==> src/design/bba_pkg.sv <==
// Shared types, constants and helper functions of the buddy block allocator.
package bba_pkg;

    localparam int POOL_CHUNKS  = 8;
    localparam int HEADER_BYTES = 16;
    localparam int POOL_LIMIT   = (POOL_CHUNKS < 8) ? POOL_CHUNKS : 8;
    localparam int FREE_ROWS    = 65;
    localparam int ORDER_ROWS   = 128;

    typedef enum logic [3:0] {
        ST_IDLE,
        ST_SEARCH,
        ST_PICK,
        ST_SPLIT_RD,
        ST_SPLIT_WR,
        ST_BOM_RD,
        ST_BOM_WR,
        ST_FREE_CHK,
        ST_MERGE_RD,
        ST_MERGE_CHK,
        ST_SETFREE_RD,
        ST_SETFREE_WR,
        ST_DONE
    } t_state;

    typedef enum logic [1:0] {
        STAT_OK          = 2'd0,
        STAT_TOO_LARGE   = 2'd1,
        STAT_NO_MEM      = 2'd2,
        STAT_DOUBLE_FREE = 2'd3
    } t_status;

    typedef enum logic {
        OP_ALLOC = 1'b0,
        OP_FREE  = 1'b1
    } t_op;

    typedef struct packed {
        logic [6:0] row;
        logic [4:0] bitn;
    } t_floc;

    typedef struct packed {
        logic        wr_en;
        logic [6:0]  wr_row;
        logic [31:0] wr_data;
        logic [6:0]  rd_row;
    } t_mem_req;

    function automatic logic [6:0] row_base(input logic [2:0] j);
        logic [6:0] b;
        unique case (j)
            3'd0: b = 7'd0;
            3'd1: b = 7'd32;
            3'd2: b = 7'd48;
            3'd3: b = 7'd56;
            3'd4: b = 7'd60;
            3'd5: b = 7'd62;
            3'd6: b = 7'd63;
            3'd7: b = 7'd64;
        endcase
        return b;
    endfunction

    function automatic logic [31:0] row_mask(input logic [2:0] j);
        logic [31:0] m;
        unique case (j)
            3'd0: m = 32'hFFFF_FFFF;
            3'd1: m = 32'h0000_FFFF;
            3'd2: m = 32'h0000_00FF;
            3'd3: m = 32'h0000_000F;
            3'd4: m = 32'h0000_0003;
            3'd5: m = 32'h0000_0001;
            3'd6: m = 32'h0000_0001;
            3'd7: m = 32'h0000_0001;
        endcase
        return m;
    endfunction

    function automatic logic [4:0] lowest_set(input logic [31:0] v);
        logic [4:0] r;
        r = 5'd0;
        for (int i = 31; i >= 0; i--) begin
            if (v[i]) r = 5'(i);
        end
        return r;
    endfunction

    function automatic t_floc free_loc(input logic [2:0] j, input logic [13:0] a);
        t_floc      l;
        logic [9:0] idx;
        idx    = 10'(a[13:4] >> j);
        l.row  = row_base(j) + 7'(idx[9:5]);
        l.bitn = idx[4:0];
        return l;
    endfunction

endpackage

==> src/design/bba_free_map.sv <==
// Free map store: 65 rows of 32 bits with per-row valid and non-empty flags and a row search.
module bba_free_map (
    input  logic              i_clk,
    input  logic              i_rst_n,
    input  bba_pkg::t_mem_req i_req,
    input  logic [2:0]        i_order,
    output logic [31:0]       o_rd_data,
    output logic              o_found,
    output logic [6:0]        o_found_row
);

    logic [31:0] r_mem [0:bba_pkg::FREE_ROWS-1];
    logic [bba_pkg::FREE_ROWS-1:0] r_valid;
    logic [bba_pkg::FREE_ROWS-1:0] r_nz;
    logic [31:0] r_rdata;
    logic        r_rdv;
    logic [6:0]  base;
    logic [31:0] seg;

    always_ff @(posedge i_clk) begin
        if (i_req.wr_en) begin
            r_mem[i_req.wr_row] <= i_req.wr_data;
        end
        r_rdata <= r_mem[i_req.rd_row];
    end

    always_ff @(posedge i_clk) begin
        if (!i_rst_n) begin
            r_valid <= '0;
            r_nz    <= '0;
            r_rdv   <= 1'b0;
        end else begin
            r_rdv <= r_valid[i_req.rd_row];
            if (i_req.wr_en) begin
                r_valid[i_req.wr_row] <= 1'b1;
                r_nz[i_req.wr_row]    <= |i_req.wr_data;
            end
        end
    end

    always_comb begin
        base        = bba_pkg::row_base(i_order);
        seg         = 32'(r_nz >> base) & bba_pkg::row_mask(i_order);
        o_found     = |seg;
        o_found_row = base + 7'(bba_pkg::lowest_set(seg));
        o_rd_data   = r_rdv ? r_rdata : 32'd0;
    end

endmodule

==> config.mk <==
export PLATFORM = sky130hd
export DESIGN_NAME = bba_free_map
export DESIGN_NICKNAME = d
export VERILOG_FILES = /design/src/design/bba_pkg.sv /design/src/design/bba_free_map.sv
export SDC_FILE = /design/constraint.sdc
export NUM_CORES = 2
export LEC_CHECK = 0
export BUFFER_PORTS_ARGS = -buffer_cell sky130_fd_sc_hd__buf_2
export CORE_MARGIN = 1.5
export CORE_UTILIZATION = 55
export CTS_CLUSTER_SIZE = 20
export DETAILED_ROUTE_END_ITERATION = 10
export GPL_TIMING_DRIVEN = 0
export PLACE_DENSITY = 0.71
export RECOVER_POWER = 25
export SETUP_SLACK_MARGIN = 0.5
export SLEW_MARGIN = 20
export SYNTH_ARGS = -nofsm -noshare
export SYNTH_HDL_FRONTEND = slang
export SYNTH_SLANG_ARGS = --single-unit
==> constraint.sdc <==
create_clock -name i_clk -period 13.7 [get_ports i_clk]
set_clock_uncertainty 0.2 [all_clocks]
set_input_delay 2.055 -clock i_clk [delete_from_list [all_inputs] [get_ports i_clk]]
set_output_delay 2.055 -clock i_clk [all_outputs]
set_load 0.01 [all_outputs]
==> out/qor.yml <==
max_freq_ghz: 0.0924
hp-class: "reg2reg"
area_delta_synth_final_pct: 15.4
failed_checks: "max-capacitance violations, max-slew violations"
setup_tns_ns: 0
drc: 0
worstPathCellList: "buf_2, clkinv_1, clkbuf_1, ha_1, nand2_4, inv_4, buf_12, mux2i_1, a221oi_1, nor4_1, a211o_1, or4b_1, a2111o_1, o311ai_1, ha_1, a21o_1, a21oi_1, o21bai_1, a21oi_1, xnor2_1, buf_2"
coreArea_um2: 160000
r2r-start: "r_mem[32][23]"
synthSimpleGateAreaFrac_pct: 2.08
slew_headroom_pct: -134
drv_slew: 1595
muxShareOfSynthArea_pct: 19.0
grt_pass1_vias: 46834
min_from: "r_mem[64][0]"
vdd_drop_max_mv: 0.153
overflow: 0
clk_pin_slew_ns: 0.06
grt_use_total_pct: 32.7
wl_per_cell_um: 38.4
die_h_um: 405
ctsHoldBuffers: 0
crit_slowest_cell: "nor4_1"
async_reset_ff_share_pct: 0
multi_input_area_um2: 22300
yosys_warnings: 0
ff_latch_area_um2: 65700
slowest_delay_ns: 0.74
rsz0062_at_grt: "false"
max_cap_violations: 24
numCtsBuffers: 208
clk_path_buf_depth: 3
synth_top_family_by_area: "multiplexers"
leakage_uw: 0.0330
io_pins: 92
outcome: "finished, violations left"
avgSynthCellArea_um2: 21.7
yosys.area_share.xor_xnor_pct: 0.0493
ys_ff_latch: 2243
finalHoldViolCount: 0
io_buffer_count: 85
vias_per_cell: 6.94
cts_max_level: 4
yosys.area.top_type: "edfxtp_1"
cts_tree: "built"
drt-initial-drc-count: 7562
syn_area_um2: 88700
ctsRootBufferMaster: "clkbuf_16"
antenna_found_initial: 17
cp_num_buf_inv: 6
totalWireLength_um: 263000
clkSinkCount: 2243
syn-num-nets: 4151
startpoint: "i_order[1]"
ctsResizeCount: 0
antenna_left: 0
fp.dieW_um: 405
clk_latency_ns: 0.86
grt_first_pass_wirelength_um: 366000
cellPowerDensity_nw_per_um2: 137
synth_fa_ha_area_share_pct: 0.135
finalCriticalPeriod_ns: 10.82
first_pass_iters: 6
postCtsSetupBuffers: 0
num_rows: 147
start_util_pct: 55.3
crit_path_start_kind: "input pin"
tightest_slew_ns: 3.51
nNetsFinal: 4590
arrival_ns: 8.57
cp_max_fo: 10
grt_max_degree: 67
dieArea_um2: 164000
dpl.hpwl_um: 170000
path_class: "in2out"
synthFlopType: "edfxtp_1"
fillers: 10457
synthTopCellsByArea: "edfxtp_1 70%, mux4_2 18%, dfxtp_1 3.7%"
crit_required_ns: 11.44
vias: 47668
synth_compound_area_share_pct: 3.35
cp-end-kind: "output port"
placed_area_um2: 95800
critical-path-top-delay-family: "compound AO/OA/AOI/OAI gates"
synth_top_area_share_pct: 70.4
setup_viol: 0
place_congestion: 0.936
ys_types: 81
synth_edf_count: 2080
ys_seq_area_share_pct: 74.1
syn_inst: 4090
drive_gt1_share_pct: 30.5
final_cell_area_um2: 102000
period_share_pct: 79.0
## synthesized netlist by cell type, types with 5 or more instances
master	instances
edfxtp_1	2080
buf_6	5
nor2b_1	21
dfxtp_1	163
o211a_1	66
a31oi_1	10
buf_4	16
clkbuf_1	121
nand4_1	5
a21o_1	12
a21oi_1	45
and2_1	38
nand2b_1	6
nor3_1	9
buf_1	21
o22ai_1	14
o21ai_0	33
o32ai_1	8
o221ai_1	14
a211o_1	9
and3_1	14
o31ai_1	5
buf_2	76
nand3_1	20
mux2i_1	66
o211ai_1	16
mux2_2	33
inv_1	10
a211oi_1	36
o21a_1	71
nor2_1	107
ha_1	8
nor4_1	12
a22oi_1	5
nand2_1	132
mux4_2	699
## layer usage
layer	vias to the layer above	share of wire [%]	wire length, um	track usage (%)
li1	18308	-	-	-
met1	25083	36	95800	45.2
met2	3592	46	122000	50.0
met3	665	12	30900	7.57
met4	20	5.5	14400	15.1
met5	-	0.045	119	0
## layout make-up
cell class | instances | share of cell area [%]
diodes | 2 | 0.00489
plain buffers | 241 | 1.12
clock buffers | 269 | 5.53
clock inverters | 117 | 0.921
inverters | 14 | 0.0587
multi-input cells | 1592 | 21.8
flip-flops and latches | 2243 | 64.2
well taps | 2160 | 2.64
repair buffers | 229 | 3.72
## metrics by stage
stage | worst slack [ns] | cells | hold slack [ns] | util (%) | total power (uW)
floorplan | 5.40 | 4090 | 0.221 | - | 8120
detailed placement | 3.05 | 6477 | 0.236 | 59.7 | 8490
CTS | 3.03 | 6863 | 0.254 | 63.9 | 14000
global route | 2.68 | 6865 | 0.275 | 63.8 | 14300
global placement | 2.88 | 6335 | 0.233 | 57.3 | 8470
finish | 2.88 | 6867 | 0.254 | 63.8 | 14000
## report_power, final
group / switching (uW) / leakage, uW / total (uW) / internal [uW]
Combinational: 531 / 0.00976 / 838 / 307
Clock: 2520 / 0.00326 / 5650 / 3120
Sequential: 11.1 / 0.0200 / 7530 / 7520
## layout by cell type, fill, tap and decap left out, types with 71 or more instances in the layout
cell,synthesis,final
o21a_1,71,71
buf_2,76,133
nand2_1,132,132
clkbuf_1,121,184
clkbuf_16,0,212
dfxtp_1,163,163
mux4_2,699,699
edfxtp_1,2080,2080
buf_16,0,79
## cell families (layout without fill, tap and decap cells)
group / Yosys count / in the layout
buf+inv: 255 / 870
mux: 801 / 801
flops: 2243 / 2243
compound gates: 390 / 390
fa+ha+maj: 9 / 9
simple gates: 387 / 387
other cells: 0 / 2
xor+xnor: 5 / 5
## worst reg2reg max path: cells and delay by family, from the launching register on
kind            cells  cell delay (ns)
mux                 3             1.60
compound gates      2             0.41
flops               1             0.45
## state kept, by name (all words and copies together) (netlist names)
| register | cells |
|---|---|
| r_rdata | 32 |
| r_nz | 65 |
| r_mem | 2080 |
| r_rdv | 1 |
| r_valid | 65 |
## path summary, 6_finish.rpt
path | to | slack [ns] | cells past startpoint
worst min register to register | r_rdata[0] | 0.25 | 1
worst min-delay path | r_rdata[0] | 0.25 | 1
worst max-delay path | o_found_row[5] | 2.88 | 21
worst max register to register | r_rdata[23] | 10.92 | 5
(Power assumes the default switching activity.)
