===== config.mk =====
export PLATFORM = sky130hd
export DESIGN_NAME = bba_order_map
export DESIGN_NICKNAME = d
export VERILOG_FILES = /design/src/design/bba_pkg.sv /design/src/design/bba_order_map.sv
export SDC_FILE = /design/constraint.sdc
export NUM_CORES = 2
export LEC_CHECK = 0
export BUFFER_PORTS_ARGS = -buffer_cell sky130_fd_sc_hd__buf_2
export CORE_MARGIN = 4
export CORE_UTILIZATION = 55
export CTS_CLUSTER_SIZE = 14
export DETAILED_ROUTE_END_ITERATION = 10
export PLACE_DENSITY = 0.71
export SLEW_MARGIN = 20
export SYNTH_ARGS = -nofsm -noshare
export SYNTH_HDL_FRONTEND = slang
export SYNTH_SLANG_ARGS = --single-unit

===== constraint.sdc =====
create_clock -name i_clk -period 4.3 [get_ports i_clk]
set_input_delay 0.86 -clock i_clk [delete_from_list [all_inputs] [get_ports i_clk]]
set_output_delay 0.86 -clock i_clk [all_outputs]
set_load 0.01 [all_outputs]

===== src/design/bba_pkg.sv =====
// Shared types, constants and helper functions of the buddy block allocator.
package bba_pkg;

    localparam int POOL_CHUNKS  = 8;
    localparam int HEADER_BYTES = 16;
    localparam int POOL_LIMIT   = (POOL_CHUNKS < 8) ? POOL_CHUNKS : 8;
    localparam int FREE_ROWS    = 65;
    localparam int ORDER_ROWS   = 128;

    typedef enum logic [3:0] {
        ST_IDLE,
        ST_SEARCH,
        ST_PICK,
        ST_SPLIT_RD,
        ST_SPLIT_WR,
        ST_BOM_RD,
        ST_BOM_WR,
        ST_FREE_CHK,
        ST_MERGE_RD,
        ST_MERGE_CHK,
        ST_SETFREE_RD,
        ST_SETFREE_WR,
        ST_DONE
    } t_state;

    typedef enum logic [1:0] {
        STAT_OK          = 2'd0,
        STAT_TOO_LARGE   = 2'd1,
        STAT_NO_MEM      = 2'd2,
        STAT_DOUBLE_FREE = 2'd3
    } t_status;

    typedef enum logic {
        OP_ALLOC = 1'b0,
        OP_FREE  = 1'b1
    } t_op;

    typedef struct packed {
        logic [6:0] row;
        logic [4:0] bitn;
    } t_floc;

    typedef struct packed {
        logic        wr_en;
        logic [6:0]  wr_row;
        logic [31:0] wr_data;
        logic [6:0]  rd_row;
    } t_mem_req;

    function automatic logic [6:0] row_base(input logic [2:0] j);
        logic [6:0] b;
        unique case (j)
            3'd0: b = 7'd0;
            3'd1: b = 7'd32;
            3'd2: b = 7'd48;
            3'd3: b = 7'd56;
            3'd4: b = 7'd60;
            3'd5: b = 7'd62;
            3'd6: b = 7'd63;
            3'd7: b = 7'd64;
        endcase
        return b;
    endfunction

    function automatic logic [31:0] row_mask(input logic [2:0] j);
        logic [31:0] m;
        unique case (j)
            3'd0: m = 32'hFFFF_FFFF;
            3'd1: m = 32'h0000_FFFF;
            3'd2: m = 32'h0000_00FF;
            3'd3: m = 32'h0000_000F;
            3'd4: m = 32'h0000_0003;
            3'd5: m = 32'h0000_0001;
            3'd6: m = 32'h0000_0001;
            3'd7: m = 32'h0000_0001;
        endcase
        return m;
    endfunction

    function automatic logic [4:0] lowest_set(input logic [31:0] v);
        logic [4:0] r;
        r = 5'd0;
        for (int i = 31; i >= 0; i--) begin
            if (v[i]) r = 5'(i);
        end
        return r;
    endfunction

    function automatic t_floc free_loc(input logic [2:0] j, input logic [13:0] a);
        t_floc      l;
        logic [9:0] idx;
        idx    = 10'(a[13:4] >> j);
        l.row  = row_base(j) + 7'(idx[9:5]);
        l.bitn = idx[4:0];
        return l;
    endfunction

endpackage


===== src/design/bba_order_map.sv =====
// Block order store: 128 rows of eight 4-bit order codes with per-row valid flags.
module bba_order_map (
    input  logic              i_clk,
    input  logic              i_rst_n,
    input  bba_pkg::t_mem_req i_req,
    output logic [31:0]       o_rd_data
);

    logic [31:0] r_mem [0:bba_pkg::ORDER_ROWS-1];
    logic [bba_pkg::ORDER_ROWS-1:0] r_valid;
    logic [31:0] r_rdata;
    logic        r_rdv;

    always_ff @(posedge i_clk) begin
        if (i_req.wr_en) begin
            r_mem[i_req.wr_row] <= i_req.wr_data;
        end
        r_rdata <= r_mem[i_req.rd_row];
    end

    always_ff @(posedge i_clk) begin
        if (!i_rst_n) begin
            r_valid <= '0;
            r_rdv   <= 1'b0;
        end else begin
            r_rdv <= r_valid[i_req.rd_row];
            if (i_req.wr_en) begin
                r_valid[i_req.wr_row] <= 1'b1;
            end
        end
    end

    assign o_rd_data = r_rdv ? r_rdata : 32'd0;

endmodule

==> metrics.md <==
| Metric | Value |
|---|---|
| Hold Crit Class | input port to flop |
| Die span in x | between 500 and 600 um |
| Dpl hpwl | between 200,000 and 300,000 um |
| Synth Area in Compound Gates | 0.0299 |
| Setup violators final | 0 |
| Die area | around 0.30 mm^2 |
| Switching Share | 0.214 |
| Setup repair bufs after CTS | 0 |
| Post-synth EDFFs | slightly above 4,000 |
| Worst ir drop on vdd | about 0.37 mV |
| Synth-to-layout area growth | 14.0% |
| Die H | ~550 um |
| Final #Nets | roughly 8,300 |
| Worst R2R Setup Slack | about 1.3 ns |
| Leakage | around 59 nW |
| Adder and majority gate portion of the synthesized area | 0 |
| Drt via density | 6.70 |
| Cells after DPL | approximately 12,000 |
| Post-synthesis mux area share | 0.149 |
| Type of destination of the critical path | primary output |
| Xor/xnor cell area share of the yosys netlist | 0 |
| Syn_nets | a little under 8,000 |
| Clock tree from TritonCTS | done |
| Seq pwr share | 0.536 |
| Area share of and/or/nand/nor cells after synthesis | 0.0297 |
| Synthesized instance count | roughly 8,000 |
| Pre-CTS WS | -0.0652 ns |
| Clock Skew | 0.0665 ns |
| Max frequency | around 250 MHz |
| Worst Tran Pin Value | 1.39 ns |
| Worst path arrival time | 3.19 ns |
| Max-cap violations | 0 |
| Sequential cell area fraction in the yosys report | 0.778 |
| Pins Over Slew Limit | 0 |
| Final WL | approximately 450,000 um |
| Final std cells w/o fill | about 13,000 |
| CTS Buffer Depth | 4 |
| IO Port Bufs | 80 |
| Mapped Area | about 0.16 mm^2 |
| Num Clock Sinks | ~4,300 |
| Req. time, crit path | between 3 and 4 ns |
| DRC | 0 |
| Pint | 67.1 mW |
| Critical path's top delay family | flip-flops |
| Critical Path Start Type | flop |
| CORE AREA | 0.294 mm^2 |
| CP max stage delay | 0.98 ns |
| Clock-pin slew on the worst setup and hold paths | approximately 0.06 ns |
| Worst r2r path cells | 5 |
| Top cells by count, synth | 4,096 x edfxtp_1, 816 x mux4_2, 546 x mux2i_1, 306 x a22oi_1, 304 x nand3_1 |
| GRT Util Overall | 0.293 |
| Max_slew headroom | 0.0758 |
| Period minus WS final | just over 4 ns |
| Comb power frac | 0.050 |
| Slowest cell on crit path | dfxtp_1 |
| Post-synth top area cell | edfxtp_1 |
| Crit-path max FO | 20 |
| Number of vias in the routed layout | ~85,000 |
| Initial core utilization | 0.552 |
| Hold_buf cts | 0 |
| First-pass GRT wire length | 628,000 um |
| Initial antenna violation count | 59 |
| RePlAce Congestion | 0.958 |
| Min Hold Slack | between 0.3 and 0.4 ns |
| Hold Path End | r_rdv |
| I/O pin count | just over 80 |
| Reg2reg start | r_mem[63][9] |
| Ys async rst share | 0 |
| Yosys warns | 0 |
| Netlist cell types | 45 |
| Initial detailed-routing violation count | approximately 13,000 |
| Share of layout cells above drive strength 1 | 0.248 |
| Clock H-tree levels | 5 |
| Clock power frac | 0.414 |
| Most used flip-flop cell after synthesis | edfxtp_1 |
| Largest net degree at the start of global routing | between 90 and 100 |
| Antenna Nets Post-Route | 0 |
| Post-CTS Resized | 0 |
| Largest cells by area after synthesis | edfxtp_1 76%, mux4_2 11%, mux2i_1 3.4% |
| TritonRoute pass-1 iters | 6 |
| Grt total ovfl | 0 |
| Final hold vios | 0 |
| R2R Path End | r_rdata[9] |
| Crit path buf inv count | 2 |
| RSZ-0062 raised after global routing | no |
| Post-route setup slack | 0.251 ns |
| Number of global-route vias before repair | between 80,000 and 90,000 |
| Routed wire per std cell | ~35 um |
| Root buf cell | clkbuf_16 |
| Critical path class | flop to primary output |
| Pwr/cell area | 462 mW/mm^2 |
| Most numerous cell in the Yosys netlist | edfxtp_1 |
| Placement-stage cell area | around 0.17 mm^2 |
| WHS Path Cells | 3 |
| Synth top area share | 0.758 |
| #FFs+latches synth | between 4,000 and 5,000 |
| P_sw | ~18 mW |
| Final period util | 0.942 |
| Main combinational cell family by area after synthesis | multiplexers |
| Mean Syn Cell Area | ~21 um^2 |
| Worst skew pair latency | ~1 ns |
| Final instance area | roughly 0.18 mm^2 |
| CP cell instances | buf_4, and2_1, buf_2 |
| Status | finished, final reports clean |
| Min-delay src | i_req[6] |
| Site Rows | 199 |
| CTS Buf Count | between 400 and 500 |
## worst reg2reg max path: stages (launching register included)
cell,delay (ns)
edfxtp_1,0.39
mux4_2,0.49
a22oi_1,0.41
a21oi_1,0.27
a21oi_1,0.86
nand4bb_1,0.35
## state kept, by name, indices dropped and copies added (netlist names)
signal / flops
r_mem: 4096
r_rdata: 32
r_valid: 128
r_rdv: 1
## stage by stage
stage	util	TNS [ns]	total power, mW
6_report	0.630	0	85.4
4_1_cts	0.628	0	85.7
3_3_place_gp	0.583	-0.0575	50.8
5_1_grt	0.629	0	87.7
3_5_place_dp	0.583	-0.0652	50.9
2_1_floorplan	-	0	48.6
## power groups by stage
| stage | clock network (mW) | logic, mW | registers, mW |
|---|---|---|---|
| after floorplan | 0 | 2.05 | 46.5 |
| after global placement | 0 | 4.13 | 46.7 |
| after detailed placement | 0 | 4.22 | 46.7 |
| after CTS | 35.7 | 4.23 | 45.8 |
| after global routing | 37.5 | 4.46 | 45.8 |
| final | 35.3 | 4.28 | 45.8 |
## cells by family after synthesis
logic type / count (synthesis)
flip-flops: 4257
multiplexers: 1395
AND/OR/NAND/NOR: 952
AO/OA/AOI/OAI: 698
buffers and inverters: 465
## routing by layer
layer  up-vias  global-route usage  part of all wire
met5         -                   0           0.00035
met4        22               0.146             0.055
met1     44799               0.405              0.36
met2      5557               0.444              0.47
met3       898              0.0699              0.12
li1      33461                   -                 -
## worst max path at each step
stage	from	end	cells past startpoint	slack, ns
3_3_place_gp	i_req[1]	r_rdata[8]	10	-0.06
3_5_place_dp	i_req[0]	r_rdata[8]	9	-0.07
2_1_floorplan	i_req[40]	r_mem[108][0]	5	0.73
4_1_cts	r_rdv	o_rd_data[28]	3	0.41
6_report	r_rdv	o_rd_data[23]	3	0.25
5_1_grt	r_rdv	o_rd_data[23]	3	0.30
## cells in the final DEF (no fill, tap or decap), drive strengths merged, types with 14 or more instances in the layout
| cell type | count |
|---|---|
| a21oi | 126 |
| a221oi | 31 |
| a22oi | 306 |
| a32oi | 32 |
| and2 | 39 |
| buf | 554 |
| bufinv | 31 |
| clkbuf | 540 |
| clkinv | 162 |
| dfxtp | 161 |
| diode | 113 |
| edfxtp | 4096 |
| inv | 14 |
| mux2 | 33 |
| mux2i | 546 |
| mux4 | 816 |
| nand2 | 239 |
| nand3 | 304 |
| nand4 | 75 |
| nand4bb | 31 |
| nor2 | 140 |
| nor2b | 74 |
| nor4 | 31 |
| o21a | 128 |
| o21ai | 64 |
## layout make-up
class / instances / area [um^2]
Clock buffer: 540 / 11100
Tap cell: 3919 / 4900
Fill cell: 19463 / 109000
Multi-Input combinational cell: 3045 / 35000
Timing Repair Buffer: 554 / 5360
Antenna cell: 113 / 283
Sequential cell: 4257 / 126000
Clock inverter: 212 / 2140
Inverter: 3 / 12.5
(Power assumes the default switching activity.)
